==> src/hw/rtl/cwnd_pkg.sv <==
// Shared types and constants for the custom width number decoder.
package cwnd_pkg;
    typedef enum logic [1:0] {
        CFG_ELEMENT_BYTES = 2'd0,
        CFG_LITTLE_ENDIAN = 2'd1,
        CFG_DATA_TYPE     = 2'd2
    } t_cfg_index;

    localparam logic [1:0] DT_SIGNED   = 2'd0;
    localparam logic [1:0] DT_UNSIGNED = 2'd1;
    localparam logic [1:0] DT_FLOAT    = 2'd2;

    localparam logic [63:0] QNAN = 64'h7FF8000000000000;
    localparam logic [63:0] PINF = 64'h7FF0000000000000;

    typedef struct packed {
        logic [1:0] nb_m1;
        logic       little_endian;
        logic [1:0] num_kind;
    } t_cfg;
endpackage

==> src/hw/rtl/cwnd_cfg.sv <==
// Configuration register file.
module cwnd_cfg
    import cwnd_pkg::*;
(
    input  logic        i_clk,
    input  logic        i_rst_n,
    input  logic        i_we,
    input  logic [1:0]  i_index,
    input  logic [31:0] i_data,
    output t_cfg        o_cfg
);
    logic [2:0] r_eb;
    logic       r_le;
    logic [1:0] r_dt;

    always_ff @(posedge i_clk) begin
        if (!i_rst_n) begin
            r_eb <= 3'd1;
            r_le <= 1'b0;
            r_dt <= DT_SIGNED;
        end else if (i_we) begin
            case (i_index)
                CFG_ELEMENT_BYTES: r_eb <= i_data[2:0];
                CFG_LITTLE_ENDIAN: r_le <= i_data[0];
                CFG_DATA_TYPE:     r_dt <= i_data[1:0];
                default: ;
            endcase
        end
    end

    always_comb begin
        if (r_eb == 3'd0) begin
            o_cfg.nb_m1 = 2'd0;
        end else if (r_eb > 3'd4) begin
            o_cfg.nb_m1 = 2'd3;
        end else begin
            o_cfg.nb_m1 = 2'(r_eb - 3'd1);
        end
        o_cfg.little_endian = r_le;
        o_cfg.num_kind      = r_dt;
    end
endmodule

==> src/hw/rtl/cwnd_conv.sv <==
// Combinational element decode: byte order, integer extension and float conversion.
module cwnd_conv
    import cwnd_pkg::*;
(
    input  t_cfg        i_cfg,
    input  logic [31:0] i_raw,
    output logic [63:0] o_result
);
    logic [31:0] v;
    logic [31:0] m;
    logic        sgn;
    logic [9:0]  ex;
    logic [9:0]  emax;
    logic [20:0] frac;
    logic [10:0] bias;
    logic [4:0]  fw;
    logic [4:0]  p;
    logic [10:0] dexp;
    logic [51:0] dfrac;
    logic [63:0] fres;
    logic [20:0] fx;

    always_comb begin
        unique case (i_cfg.nb_m1)
            2'd0: m = 32'h000000FF;
            2'd1: m = 32'h0000FFFF;
            2'd2: m = 32'h00FFFFFF;
            default: m = 32'hFFFFFFFF;
        endcase
        v = i_raw & m;
        if (i_cfg.little_endian) begin
            unique case (i_cfg.nb_m1)
                2'd1: v = {16'd0, v[7:0], v[15:8]};
                2'd2: v = {8'd0, v[7:0], v[15:8], v[23:16]};
                2'd3: v = {v[7:0], v[15:8], v[23:16], v[31:24]};
                default: ;
            endcase
        end
        sgn = 1'b0;
        ex = '0;
        frac = '0;
        dexp = '0;
        dfrac = '0;
        unique case (i_cfg.nb_m1)
            2'd0: begin
                sgn = v[7]; ex = {6'd0, v[6:3]}; frac = {18'd0, v[2:0]};
                emax = 10'h00F; bias = 11'd7; fw = 5'd3;
            end
            2'd1: begin
                sgn = v[15]; ex = {4'd0, v[14:9]}; frac = {12'd0, v[8:0]};
                emax = 10'h03F; bias = 11'd31; fw = 5'd9;
            end
            2'd2: begin
                sgn = v[23]; ex = {2'd0, v[22:15]};
                frac = {6'd0, v[14:3], v[2] | (|v[1:0]), 2'b00};
                emax = 10'h0FF; bias = 11'd127; fw = 5'd15;
            end
            default: begin
                sgn = v[31]; ex = v[30:21];
                frac = {v[20:9], v[8] | (|v[7:0]), 8'd0};
                emax = 10'h3FF; bias = 11'd511; fw = 5'd21;
            end
        endcase
        p = '0;
        for (int k = 0; k < 21; k++) begin
            if (frac[k]) p = 5'(k);
        end
        fx = frac ^ (21'd1 << p);
        if (ex == emax) begin
            fres = (frac != '0) ? QNAN : ({sgn, 63'd0} | PINF);
        end else if (ex == '0) begin
            if (frac == '0) begin
                fres = {sgn, 63'd0};
            end else begin
                dexp = 11'(11'({6'd0, p}) + 11'd1 - bias - 11'({6'd0, fw}) + 11'd1023);
                dfrac = 52'({31'd0, fx} << (6'd52 - {1'b0, p}));
                fres = {sgn, dexp, dfrac};
            end
        end else begin
            dexp = 11'({1'b0, ex} - bias + 11'd1023);
            dfrac = 52'({31'd0, frac} << (6'd52 - {1'b0, fw}));
            fres = {sgn, dexp, dfrac};
        end
        case (i_cfg.num_kind)
            DT_SIGNED: o_result = v[{i_cfg.nb_m1, 3'b111}] ? ({32'd0, v} | ~{32'd0, m})
                                                           : {32'd0, v};
            DT_FLOAT:  o_result = fres;
            default:   o_result = {32'd0, v};
        endcase
    end
endmodule

==> src/hw/rtl/custom_width_number_decoder_top.sv <==
// Top level of the custom width number decoder.
// Input channel i_valid/o_ready carries one raw element (1 to 4 bytes, file
// order) per transaction. Output channel o_valid/i_ready carries one 64-bit
// result per element: sign-extended, zero-extended or binary64 by number kind.
// Configuration channel i_cfg_valid/o_cfg_ready writes element_bytes (0),
// little_endian (1) and the number kind (2); write only while idle.
// An accepted element is loaded into the input register, and the result
// register then loads its converted value once it is empty or being taken,
// with the conversion logic between the two registers.
// Throughput is one element per cycle while the receiver keeps up; the input
// register advances whenever the result register is empty or being taken.
// A stalled receiver holds the result; the pipeline fills and then o_ready
// drops until the receiver takes a result.
// Reset empties both registers and restores the configuration defaults.
module custom_width_number_decoder_top
    import cwnd_pkg::*;
(
    input  logic        i_clk,
    input  logic        i_rst_n,
    input  logic        i_valid,
    output logic        o_ready,
    input  logic [31:0] i_raw_element,
    output logic        o_valid,
    input  logic        i_ready,
    output logic [63:0] o_result_bits,
    input  logic        i_cfg_valid,
    output logic        o_cfg_ready,
    input  logic [1:0]  i_cfg_index,
    input  logic [31:0] i_cfg_data
);
    t_cfg        cfg;
    logic        r_in_vld;
    logic [31:0] r_in;
    logic        r_out_vld;
    logic [63:0] r_out;
    logic [63:0] n_out;
    logic        adv;

    assign o_cfg_ready = 1'b1;

    cwnd_cfg u_cfg (
        .i_clk(i_clk), .i_rst_n(i_rst_n), .i_we(i_cfg_valid),
        .i_index(i_cfg_index), .i_data(i_cfg_data), .o_cfg(cfg)
    );

    cwnd_conv u_conv (.i_cfg(cfg), .i_raw(r_in), .o_result(n_out));

    assign adv     = !r_out_vld || i_ready;
    assign o_ready = !r_in_vld || adv;
    assign o_valid = r_out_vld;
    assign o_result_bits = r_out;

    always_ff @(posedge i_clk) begin
        if (!i_rst_n) begin
            r_in_vld  <= 1'b0;
            r_out_vld <= 1'b0;
        end else begin
            if (o_ready) r_in_vld <= i_valid;
            if (adv) r_out_vld <= r_in_vld;
        end
    end

    always_ff @(posedge i_clk) begin
        if (o_ready && i_valid) r_in <= i_raw_element;
        if (adv && r_in_vld) r_out <= n_out;
    end

    a_hold: assert property (@(posedge i_clk) disable iff (!i_rst_n)
        r_out_vld && !i_ready |=> r_out_vld && $stable(r_out)) else $error("result lost");
    a_full: assert property (@(posedge i_clk) disable iff (!i_rst_n)
        r_in_vld && r_out_vld && !i_ready |-> !o_ready) else $error("overrun");
    a_move: assert property (@(posedge i_clk) disable iff (!i_rst_n)
        r_in_vld && adv |=> r_out_vld) else $error("item dropped");
endmodule
==> config.mk <==
export PLATFORM = sky130hd
export DESIGN_NAME = custom_width_number_decoder_top
export DESIGN_NICKNAME = d
export VERILOG_FILES = /design/src/hw/rtl/cwnd_pkg.sv /design/src/hw/rtl/cwnd_cfg.sv /design/src/hw/rtl/cwnd_conv.sv /design/src/hw/rtl/custom_width_number_decoder_top.sv
export SDC_FILE = /design/constraint.sdc
export NUM_CORES = 1
export LEC_CHECK = 0
export BUFFER_PORTS_ARGS = -buffer_cell sky130_fd_sc_hd__buf_2
export CELL_PAD_IN_SITES_DETAIL_PLACEMENT = 1
export CELL_PAD_IN_SITES_GLOBAL_PLACEMENT = 2
export CORE_MARGIN = 3
export CORE_UTILIZATION = 35
export DETAILED_ROUTE_END_ITERATION = 7
export HOLD_SLACK_MARGIN = 0.12
export PLACE_DENSITY_LB_ADDON = 0.12
export SLEW_MARGIN = 10
export SYNTH_ARGS = -nofsm -noshare
export SYNTH_HDL_FRONTEND = slang
export SYNTH_HIERARCHICAL = 1
export SYNTH_SLANG_ARGS = --single-unit
==> constraint.sdc <==
create_clock -name i_clk -period 7 [get_ports i_clk]
set_input_delay 1.05 -clock i_clk [delete_from_list [all_inputs] [get_ports i_clk]]
set_output_delay 1.05 -clock i_clk [all_outputs]
set_load 0.02 [all_outputs]
* After elaboration in Yosys (flattened, before gate mapping) *
Index checks and enable logic that the tools add are counted.

cells by class
  mux-type cells = 39
  shift-type cells = 3
  $add $sub $neg = 9
  equality and inequality tests = 7
  bitwise operators = 6
  $lt $le $gt $ge = 2
  reductions and logical operators = 18

operators by type and width
  kind                                                                number
  64-bit two-way mux                                                  3
  32-bit one-hot mux with 3 select lines                              2
  64-bit one-hot mux with 2 select lines                              1
  63-bit two-way mux                                                  2
  21-bit by 6-bit left shift with 52-bit output                       2
  32-bit NOT with 64-bit output                                       1
  32-bit by 64-bit bitwise OR with 64-bit output                      1
  21-bit one-hot mux with 3 select lines                              1
  10-bit one-hot mux with 3 select lines                              2
  32-bit AND                                                          1
  32-bit two-way mux                                                  1
  4-bit two-way mux                                                   8
  9-bit one-hot mux with 3 select lines                               1
  5-bit two-way mux                                                   5
  11-bit by 10-bit adder with 11-bit output, second input constant    2
  21-bit logical NOT                                                  1
  21-bit nonzero test                                                 1
  1-bit by 5-bit left shift with 21-bit output, first input constant  1
  21-bit XOR                                                          1
  5-bit one-hot mux with 3 select lines                               1
  3-bit two-way mux                                                   4
  6-bit by 5-bit subtractor with 6-bit output, first input constant   2
  10-bit by 9-bit subtractor with 11-bit output                       1
  11-bit by 5-bit subtractor with 11-bit output                       1
  other kinds (22)                                                    38

storage, ports and cells
  flip-flop bits (word level) = 104

* Logic depth before layout (Yosys ltp) *
Gate-level depths: netlist of the first run.

  depth after elaboration = 39
  mapped depth = 30
  depth with buffers taken out = 25

* Modules after synthesis *
Netlist of the first run, hierarchy kept.

modules (own cells, without submodules)
  module                           seq. area each (um2)  instances  cells an instance  area an instance (um2)
  cwnd_conv                        0.0                   1          785                4838.4
  custom_width_number_decoder_top  2922.8                1          107                2997.9
  cwnd_cfg                         120.1                 1          33                 307.8

* Worst setup path after synthesis of the first run *
No wires, ideal clock.

  path kind = flip-flop to flip-flop
  start point = register u_cfg.r_eb[0]
  end point = register r_out[50] (netlist: o_result_bits[50]) (data pin)
  cell stages (with the launch flop) = 26
  setup slack = 1488 ps
  setup time = 259 ps
  arrival = 5253 ps
  cells stage by stage = dfxtp_1 -> inv_1 -> ha_1 -> o21bai_1 -> inv_1 -> ha_1 -> nor2b_1 -> buf_4 -> mux2_2 -> or3_1 -> or4_1 -> o2111ai_1 -> a21o_1 -> and2_1 -> buf_2 -> inv_2 -> buf_2 -> ha_1 -> ha_1 -> or4b_1 -> a21boi_0 -> mux2i_1 -> mux4_2 -> nor2_1 -> a211oi_1 -> o31a_1

RTL lines
  item                    RTL line                               RTL
  from (decl)             cwnd_cfg.sv:12                         logic [2:0] r_eb;
  from (signal assigned)  cwnd_cfg.sv:23                         CFG_ELEMENT_BYTES: r_eb <= i_data[2:0];
  to (signal assigned)    custom_width_number_decoder_top.sv:65  if (adv && r_in_vld) r_out <= n_out;
  to (decl)               custom_width_number_decoder_top.sv:35  logic [63:0] r_out;

==> metrics.md, run 1 <==
| Metric | Value |
|---|---|
| Post-DRT Antenna Nets | `0` |
| YS warnings | `6` |
| Met1 Resource Use GR | `36.7%` |
| Top_reg_cell synth | `edfxtp_1` |
| Clock-pin slew on the worst setup and hold paths | `0.08 ns` |
| Vias | `7,875` |
| Layout cells sized above 1 | `between 20% and 30%` |
| Worst vdd ir | `about 0.00011 V` |
| Setup crit end kind | `flop` |
| Sequential share of power | `30.6%` |
| TritonCTS Sinks | `104` |
| Seq cells post-synth | `104` |
| Switch Pwr | `between 1 and 1.5 mW` |
| Total GRT Usage | `25.5%` |
| Post-route setup TNS | `0 ns` |
| Initial antenna violation count | `0` |
| Die footprint | `25,100 sq um` |
| EDFF count, synth | `96` |
| Total CTS buffers | `9` |
| 1st-iter DRT viols | `691` |
| Multi-input gate area | `4720 sq um` |
| Critical R2R Launch | `u_cfg/r_eb[0]` |
| WP data arrival | `6.33 ns` |
| Setup crit end | `o_result_bits[50]` |
| Initial Util | `35.8%` |
| Gr ovfl total | `0` |
| Synth top area share | `35.4%` |
| Crit Path Max Fanout | `16` |
| Die H | `159 um` |
| RSZ-0062 raised after global routing | `no` |
| Critical path required time | `7.11 ns` |
| Switching share of total power | `42.4%` |
| Pwr/cell area | `roughly 270 nW/um^2` |
| FFs w/ async S/R, synth | `0%` |
| Reg2reg setup slack | `roughly 0.8 ns` |
| H-tree levels | `3` |
| Int Power | `1.44 mW` |
| Endpoints failing hold | `0` |
| Vias in the first global route | `between 7,000 and 8,000` |
| # diodes | `0` |
| Clock Latency Late Sink | `0.36 ns` |
| Register area share after synthesis | `37.4%` |
| Hold_buf cts | `0` |
| Min Tclk post-route | `6.22 ns` |
| Nets@finish | `1,122` |
| Top post-synthesis cells by count | `nand2_1 (106), edfxtp_1 (96), o21ai_0 (94)` |
| Largest net degree at the start of global routing | `65` |
| # fillers | `2,722` |
| Design Power | `2.50 mW` |
| Detailed Place HPWL | `between 20 and 25 mm` |
| Maximum clock rate | `about 160 MHz` |
| Hold Path Origin | `u_cfg/r_eb[1]` |
| Placed cell area | `between 9000 and 10,000 sq um` |
| R2R Path End | `o_result_bits[50]` |
| Clock Tree Buf Depth | `2` |
| Clock share of power | `roughly a fifth` |
| GR Util met3 | `3.45%` |
| Hold Crit Depth | `2` |
| Synthesized cell area | `8140 sq um` |
| Clock skew | `0.0120 ns` |
| Std cell rows | `55` |
| Number of setup buffers added after CTS | `0` |
| Num ports | `138` |
| CTS tree | `yes` |
| CTS-repair resized insts | `0` |
| Static leakage | `3.72 nW` |
| First-pass GRT wire length | `48.3 mm` |
| Fin. max-slew vios | `0` |
| RePlAce Congestion | `between 0.9 and 1` |
| Worst setup SP type | `flop` |
| Placement Setup Slack | `approximately 0.8 ns` |
| Layout area overhead | `15.8%` |
| Final setup fails | `0` |
| Register area | `a little over 3000 sq um` |
| Routed wire length | `31.8 mm` |
| Vias per cell | `5.87` |
| CP Launch Point | `u_cfg/r_eb[0]` |
| Max-cap violations | `0` |
| Critical path type | `reg2reg` |
| Worst-Margin Slew | `1.13 ns` |
| Most used routing layer | `met2` |
| Period utilisation layout | `88.9%` |
| Synthesized area per cell | `8.80 sq um` |
| Max_slew headroom | `23.8%` |
| Router iterations before antenna repair | `5` |
| Cell taking the most area after synthesis | `edfxtp_1` |
| DRC errors left | `0` |
| Die X | `159 um` |
| Post-route cell area | `9430 sq um` |
| Hold crit path type | `reg2reg` |
| CTS root buf | `clkbuf_16` |
| Post-synthesis cell count | `around 900` |
| Reg2reg path depth | `23` |
| Met2 Use GR | `around two fifths` |
| Combinational power share | `49.5%` |
| Synth area leaders | `edfxtp_1 (35%), o21ai_0 (5.8%), mux2i_1 (4.9%)` |
| Final WS setup | `between 0.7 and 0.8 ns` |
| Port Buffer Count | `107` |
| Status | `completed` |
| Syn nets | `1,023` |
| Distinct cell type count after synthesis | `86` |
| Top-count cell post-synth | `nand2_1` |
| WL per Instance | `23.7 um` |
| Core Footprint | `22,800 sq um` |
-- layer usage --
metal  wire [um]  share of wire [%]
met1       15000                 47
met2       14700                 46
met3        1660                5.2
met4         441                1.4
met5           0                  0
-- per-stage QoR --
step,instances,utilization (%),hold slack [ns]
3_5_place_dp,1326,40.1,0.464
3_3_place_gp,1326,40.1,0.444
4_1_cts,1342,41.4,0.480
2_1_floorplan,925,-,0.435
5_1_grt,1342,41.4,0.504
6_report,1342,41.4,0.477
-- cells in the final DEF (no fill, tap or decap), types with 12 or more instances in the layout --
cell type	n
nor2_1	65
o211ai_1	15
nand4_1	12
mux2i_1	40
buf_2	107
a21oi_1	68
and2_1	17
nand2b_1	20
nor3_1	12
ha_1	24
xnor2_1	12
nand3_1	30
buf_4	43
nor2b_1	12
nand2_1	106
edfxtp_1	96
o21ai_0	94
inv_1	29
and3_1	12
-- power groups by stage --
stage | combinational (mW) | sequential [mW] | clock [mW]
5_1_grt | 1.33 | 0.770 | 0.538
3_3_place_gp | 1.20 | 0.778 | 0
3_5_place_dp | 1.21 | 0.779 | 0
2_1_floorplan | 0.784 | 0.810 | 0
4_1_cts | 1.22 | 0.765 | 0.516
6_report | 1.24 | 0.765 | 0.498
-- final cells by class --
type                    count  share of cell area [%]
flip-flops and latches    104                    32.3
multi-input cells         724                    50.1
well taps                 313                    4.15
clock buffers              10                    2.43
clock inverters             6                   0.544
inverters                  35                    1.39
repair buffers            150                    9.10
-- worst min-delay path by stage --
stage	to
after detailed placement	u_cfg/r_eb[1]
after CTS	u_cfg/r_eb[1]
after floorplan	u_cfg/r_eb[1]
after global routing	u_cfg/r_eb[1]
after global placement	u_cfg/r_eb[1]
final	u_cfg/r_eb[1]
-- logic make-up after synthesis --
logic type                 count (synthesis)  synth area share, %
AOI/OAI and AO/OA                        301                 23.9
xor gates and xnor gates                  21                 2.26
adders and majority gates                 27                 4.33
buffers and inverters                     97                 5.01
DFF                                      104                 37.4
muxes                                     55                 7.54
other                                      1               0.0460
and+or+nand+nor                          319                 19.5
-- state kept, by name, summed over array words and instances, names as in the netlist --
register,cells
u_cfg/r_dt,2
o_result_bits,64
o_valid,1
r_in,32
u_cfg/r_le,1
r_in_vld,1
u_cfg/r_eb,3
-- worst max-delay path: stages (launching register included) --
cell and delay, ns:
dfxtp_1 0.34, inv_1 0.06, ha_1 0.30, nor2_1 0.11, o21a_1 0.17, inv_1 0.08
ha_1 0.21, nor2b_2 0.65, buf_4 0.27, mux2_2 0.40, and2_1 0.20, a31oi_2 0.39
or2_1 0.27, o21ai_0 0.09, a21boi_0 0.34, inv_1 0.21, ha_1 0.28, or4b_1 0.16
a21boi_0 0.26, mux2i_1 0.17, mux4_2 0.49, nor2_1 0.12, a211oi_1 0.08, o31a_1 0.34
Note: power is estimated with default switching activity, not from simulation.
==> run 2, diff against run 1 <==
--- a/config.mk
+++ b/config.mk
@@ -12,7 +12,9 @@
 export CORE_UTILIZATION = 35
 export DETAILED_ROUTE_END_ITERATION = 7
 export HOLD_SLACK_MARGIN = 0.12
-export PLACE_DENSITY_LB_ADDON = 0.12
+export PLACE_DENSITY_LB_ADDON = 0.1
+export RECOVER_POWER = 100
+export SKIP_LAST_GASP = 1
 export SLEW_MARGIN = 10
 export SYNTH_ARGS = -nofsm -noshare
 export SYNTH_HDL_FRONTEND = slang
==> metrics.md, run 2 (same netlist as run 1, synthesis figures left out) <==
| Metric | Value |
|---|---|
| Hold Crit Depth | `2 (unchanged)` |
| Pwr/cell area | `272 nW/um^2 (+2.4%)` |
| Max_slew headroom | `-103% (-130 points)` |
| Failing checks | `max-capacitance violations, max-slew violations` |
| CTS-repair resized insts | `0 (unchanged)` |
| Port Buffer Count | `107 (unchanged)` |
| Vias per cell | `5.83 (-0.60%)` |
| Initial Util | `35.8% (unchanged)` |
| Slowest cell on crit path | `clkbuf_1` |
| Largest net degree at the start of global routing | `40 (-38%)` |
| Hold endpoint | `u_cfg/r_eb[1]` |
| Std cell rows | `55 (unchanged)` |
| Core Footprint | `22,800 sq um (unchanged)` |
| Post-route cell area | `9370 sq um (-0.65%)` |
| Total GRT Usage | `25.6% (+0.17 points)` |
| H-tree levels | `3 (unchanged)` |
| Clock skew | `0.00771 ns (-0.00429 ns)` |
| Placed cell area | `9170 sq um (+0.33%)` |
| Switch Pwr | `1.04 mW (-2.0%)` |
| WL per Instance | `23.9 um (+1.0%)` |
| Final setup fails | `0 (unchanged)` |
| Crit path cell chain | `inv_1 -> ha_1 -> nor2_1 -> o21a_1 -> buf_4 -> ha_2 -> clkinv_1 -> clkbuf_1 -> o22a_1 -> inv_1 -> a221oi_1 -> a21oi_1 -> nor3_1 -> and4_1 -> clkbuf_1 -> and2_0 -> o2111ai_1 -> o211a_1 -> o21ai_0` |
| Setup crit end kind | `flop` |
| Reg2reg path depth | `19 (-17%)` |
| Hold crit path type | `reg2reg` |
| Status | `complete, but fails checks` |
| Die footprint | `25,100 sq um (unchanged)` |
| Reg2reg setup slack | `0.43 ns (-0.35 ns)` |
| Layout area overhead | `15.0%` |
| Fin. max-slew vios | `128 (+128)` |
| Int Power | `1.50 mW (+4.5%)` |
| Post-route setup TNS | `0 ns (unchanged)` |
| Maximum clock rate | `152 MHz (-5.4%)` |
| Crit Path Max Fanout | `27 (+11)` |
| Static leakage | `3.53 nW (-5.1%)` |
| Critical R2R Launch | `u_cfg/r_eb[0]` |
| Largest stage delay, worst path | `1.11 ns (+0.46 ns)` |
| Worst-Margin Slew | `3.05 ns (+1.91 ns)` |
| DRC errors left | `0 (unchanged)` |
| WP data arrival | `6.73 ns (+0.40 ns)` |
| RSZ-0062 raised after global routing | `no` |
| Number of setup buffers added after CTS | `0 (unchanged)` |
| Hold slack | `0.464 ns (-0.0135 ns)` |
| Hold Path Origin | `u_cfg/r_eb[1]` |
| Vias | `7,851 (-0.30%)` |
| Layout cells sized above 1 | `12.3% (-7.7 points)` |
| Worst vdd ir | `0.000109 V (+2.8%)` |
| # diodes | `0 (unchanged)` |
| Post-DRT Antenna Nets | `0 (unchanged)` |
| Sequential share of power | `30.2% (-0.4 points)` |
| RePlAce Congestion | `0.882 (-6.8%)` |
| Period utilisation layout | `93.9% (+5.0 points)` |
| Most frequent cells in the layout | `nand2_1 (106), edfxtp_1 (96), o21ai_0 (94)` |
| Clock Tree Buf Depth | `2 (unchanged)` |
| Router iterations before antenna repair | `6 (+1)` |
| Vias in the first global route | `7,835 (+1.2%)` |
| Routed wire length | `32.2 mm (+1.3%)` |
| Endpoints failing hold | `0 (unchanged)` |
| Gr ovfl total | `0 (unchanged)` |
| CTS root buf | `clkbuf_16` |
| Max-cap violations | `4 (+4)` |
| Max reg flops | `64 (unchanged)` |
| Clock-pin slew on the worst setup and hold paths | `0.07 ns (about the same)` |
| Hold_buf cts | `0 (unchanged)` |
| R2R Path End | `o_result_bits[49]` |
| Worst setup SP type | `flop` |
| Num ports | `138 (unchanged)` |
| CTS tree | `yes` |
| Initial antenna violation count | `1 (+1)` |
| Min Tclk post-route | `6.57 ns (+0.352 ns)` |
| Total CTS buffers | `9 (unchanged)` |
| # fillers | `2,713 (-0.33%)` |
| Critical path required time | `7.15 ns (+0.04 ns)` |
| Die X | `159 um (unchanged)` |
| Switching share of total power | `40.8% (-1.6 points)` |
| First-pass GRT wire length | `48.3 mm (+0.13%)` |
| Combinational power share | `47.6% (-1.9 points)` |
| Critical path type | `reg2reg` |
| Die H | `159 um (unchanged)` |
| Clock share of power | `22.2% (+2.3 points)` |
| 1st-iter DRT viols | `718 (+3.9%)` |
| Detailed Place HPWL | `24.9 mm (+1.5%)` |
| Commonest non-fill, non-tap cell in the layout | `nand2_1` |
| Clock Latency Late Sink | `0.36 ns (about the same)` |
| TritonCTS Sinks | `104 (unchanged)` |
| Nets@finish | `1,126 (+0.36%)` |
run 2: per-layer routing:
layer  vias up  global-route usage, %  wire, um
li1       3645                      -         -
met1      3872                   36.5     14900
met2       285                   40.1     14400
met3        47                   4.51      2040
met4         2                   7.37       772
met5         -                      0        13
run 2: area by class of cell:
| cell class | count | area, sq um | area share (%) |
|---|---|---|---|
| clock inverters | 1 | 8.76 | 0.0935 |
| well taps | 313 | 392 | 4.18 |
| flip-flops and latches | 104 | 3040 | 32.5 |
| clock buffers | 15 | 333 | 3.55 |
| repair buffers | 154 | 779 | 8.32 |
| multi-input cells | 724 | 4680 | 50.0 |
| inverters | 35 | 131 | 1.40 |
run 2: per-stage QoR:
stage	std cells	setup slack, ns	utilization (%)	power (mW)
after global placement	1330	0.762	40.3	1.97
after global routing	1346	0.0894	41.1	2.69
after detailed placement	1330	0.694	40.3	1.98
final	1346	0.428	41.1	2.54
after floorplan	925	1.49	-	1.59
after CTS	1346	0.614	41.8	2.55
run 2: power groups by stage:
stage	Sequential [mW]	Combinational, mW	Clock [mW]
detailed placement	0.779	1.20	0
global placement	0.778	1.19	0
global route	0.773	1.31	0.606
floorplan	0.810	0.784	0
finish	0.768	1.21	0.565
CTS	0.766	1.21	0.579
run 2: how the worst max path moves through the flow:
stage,startpoint,to
after floorplan,u_cfg/r_eb[0],o_result_bits[50]
after global placement,u_cfg/r_eb[0],o_result_bits[60]
after detailed placement,u_cfg/r_eb[0],o_result_bits[60]
after CTS,u_cfg/r_eb[0],o_result_bits[60]
after global routing,u_cfg/r_eb[0],o_result_bits[60]
final,u_cfg/r_eb[0],o_result_bits[49]
run 2: critical path: cells and delay by family, from the launching register on:
| family | cells | cell delay (ns) |
|---|---|---|
| AND/OR/NAND/NOR | 4 | 1.27 |
| adder cells (fa/ha/maj) | 2 | 0.64 |
| AO/OA/AOI/OAI | 7 | 2.00 |
| flip-flops | 1 | 0.34 |
| buffers and inverters | 6 | 2.10 |
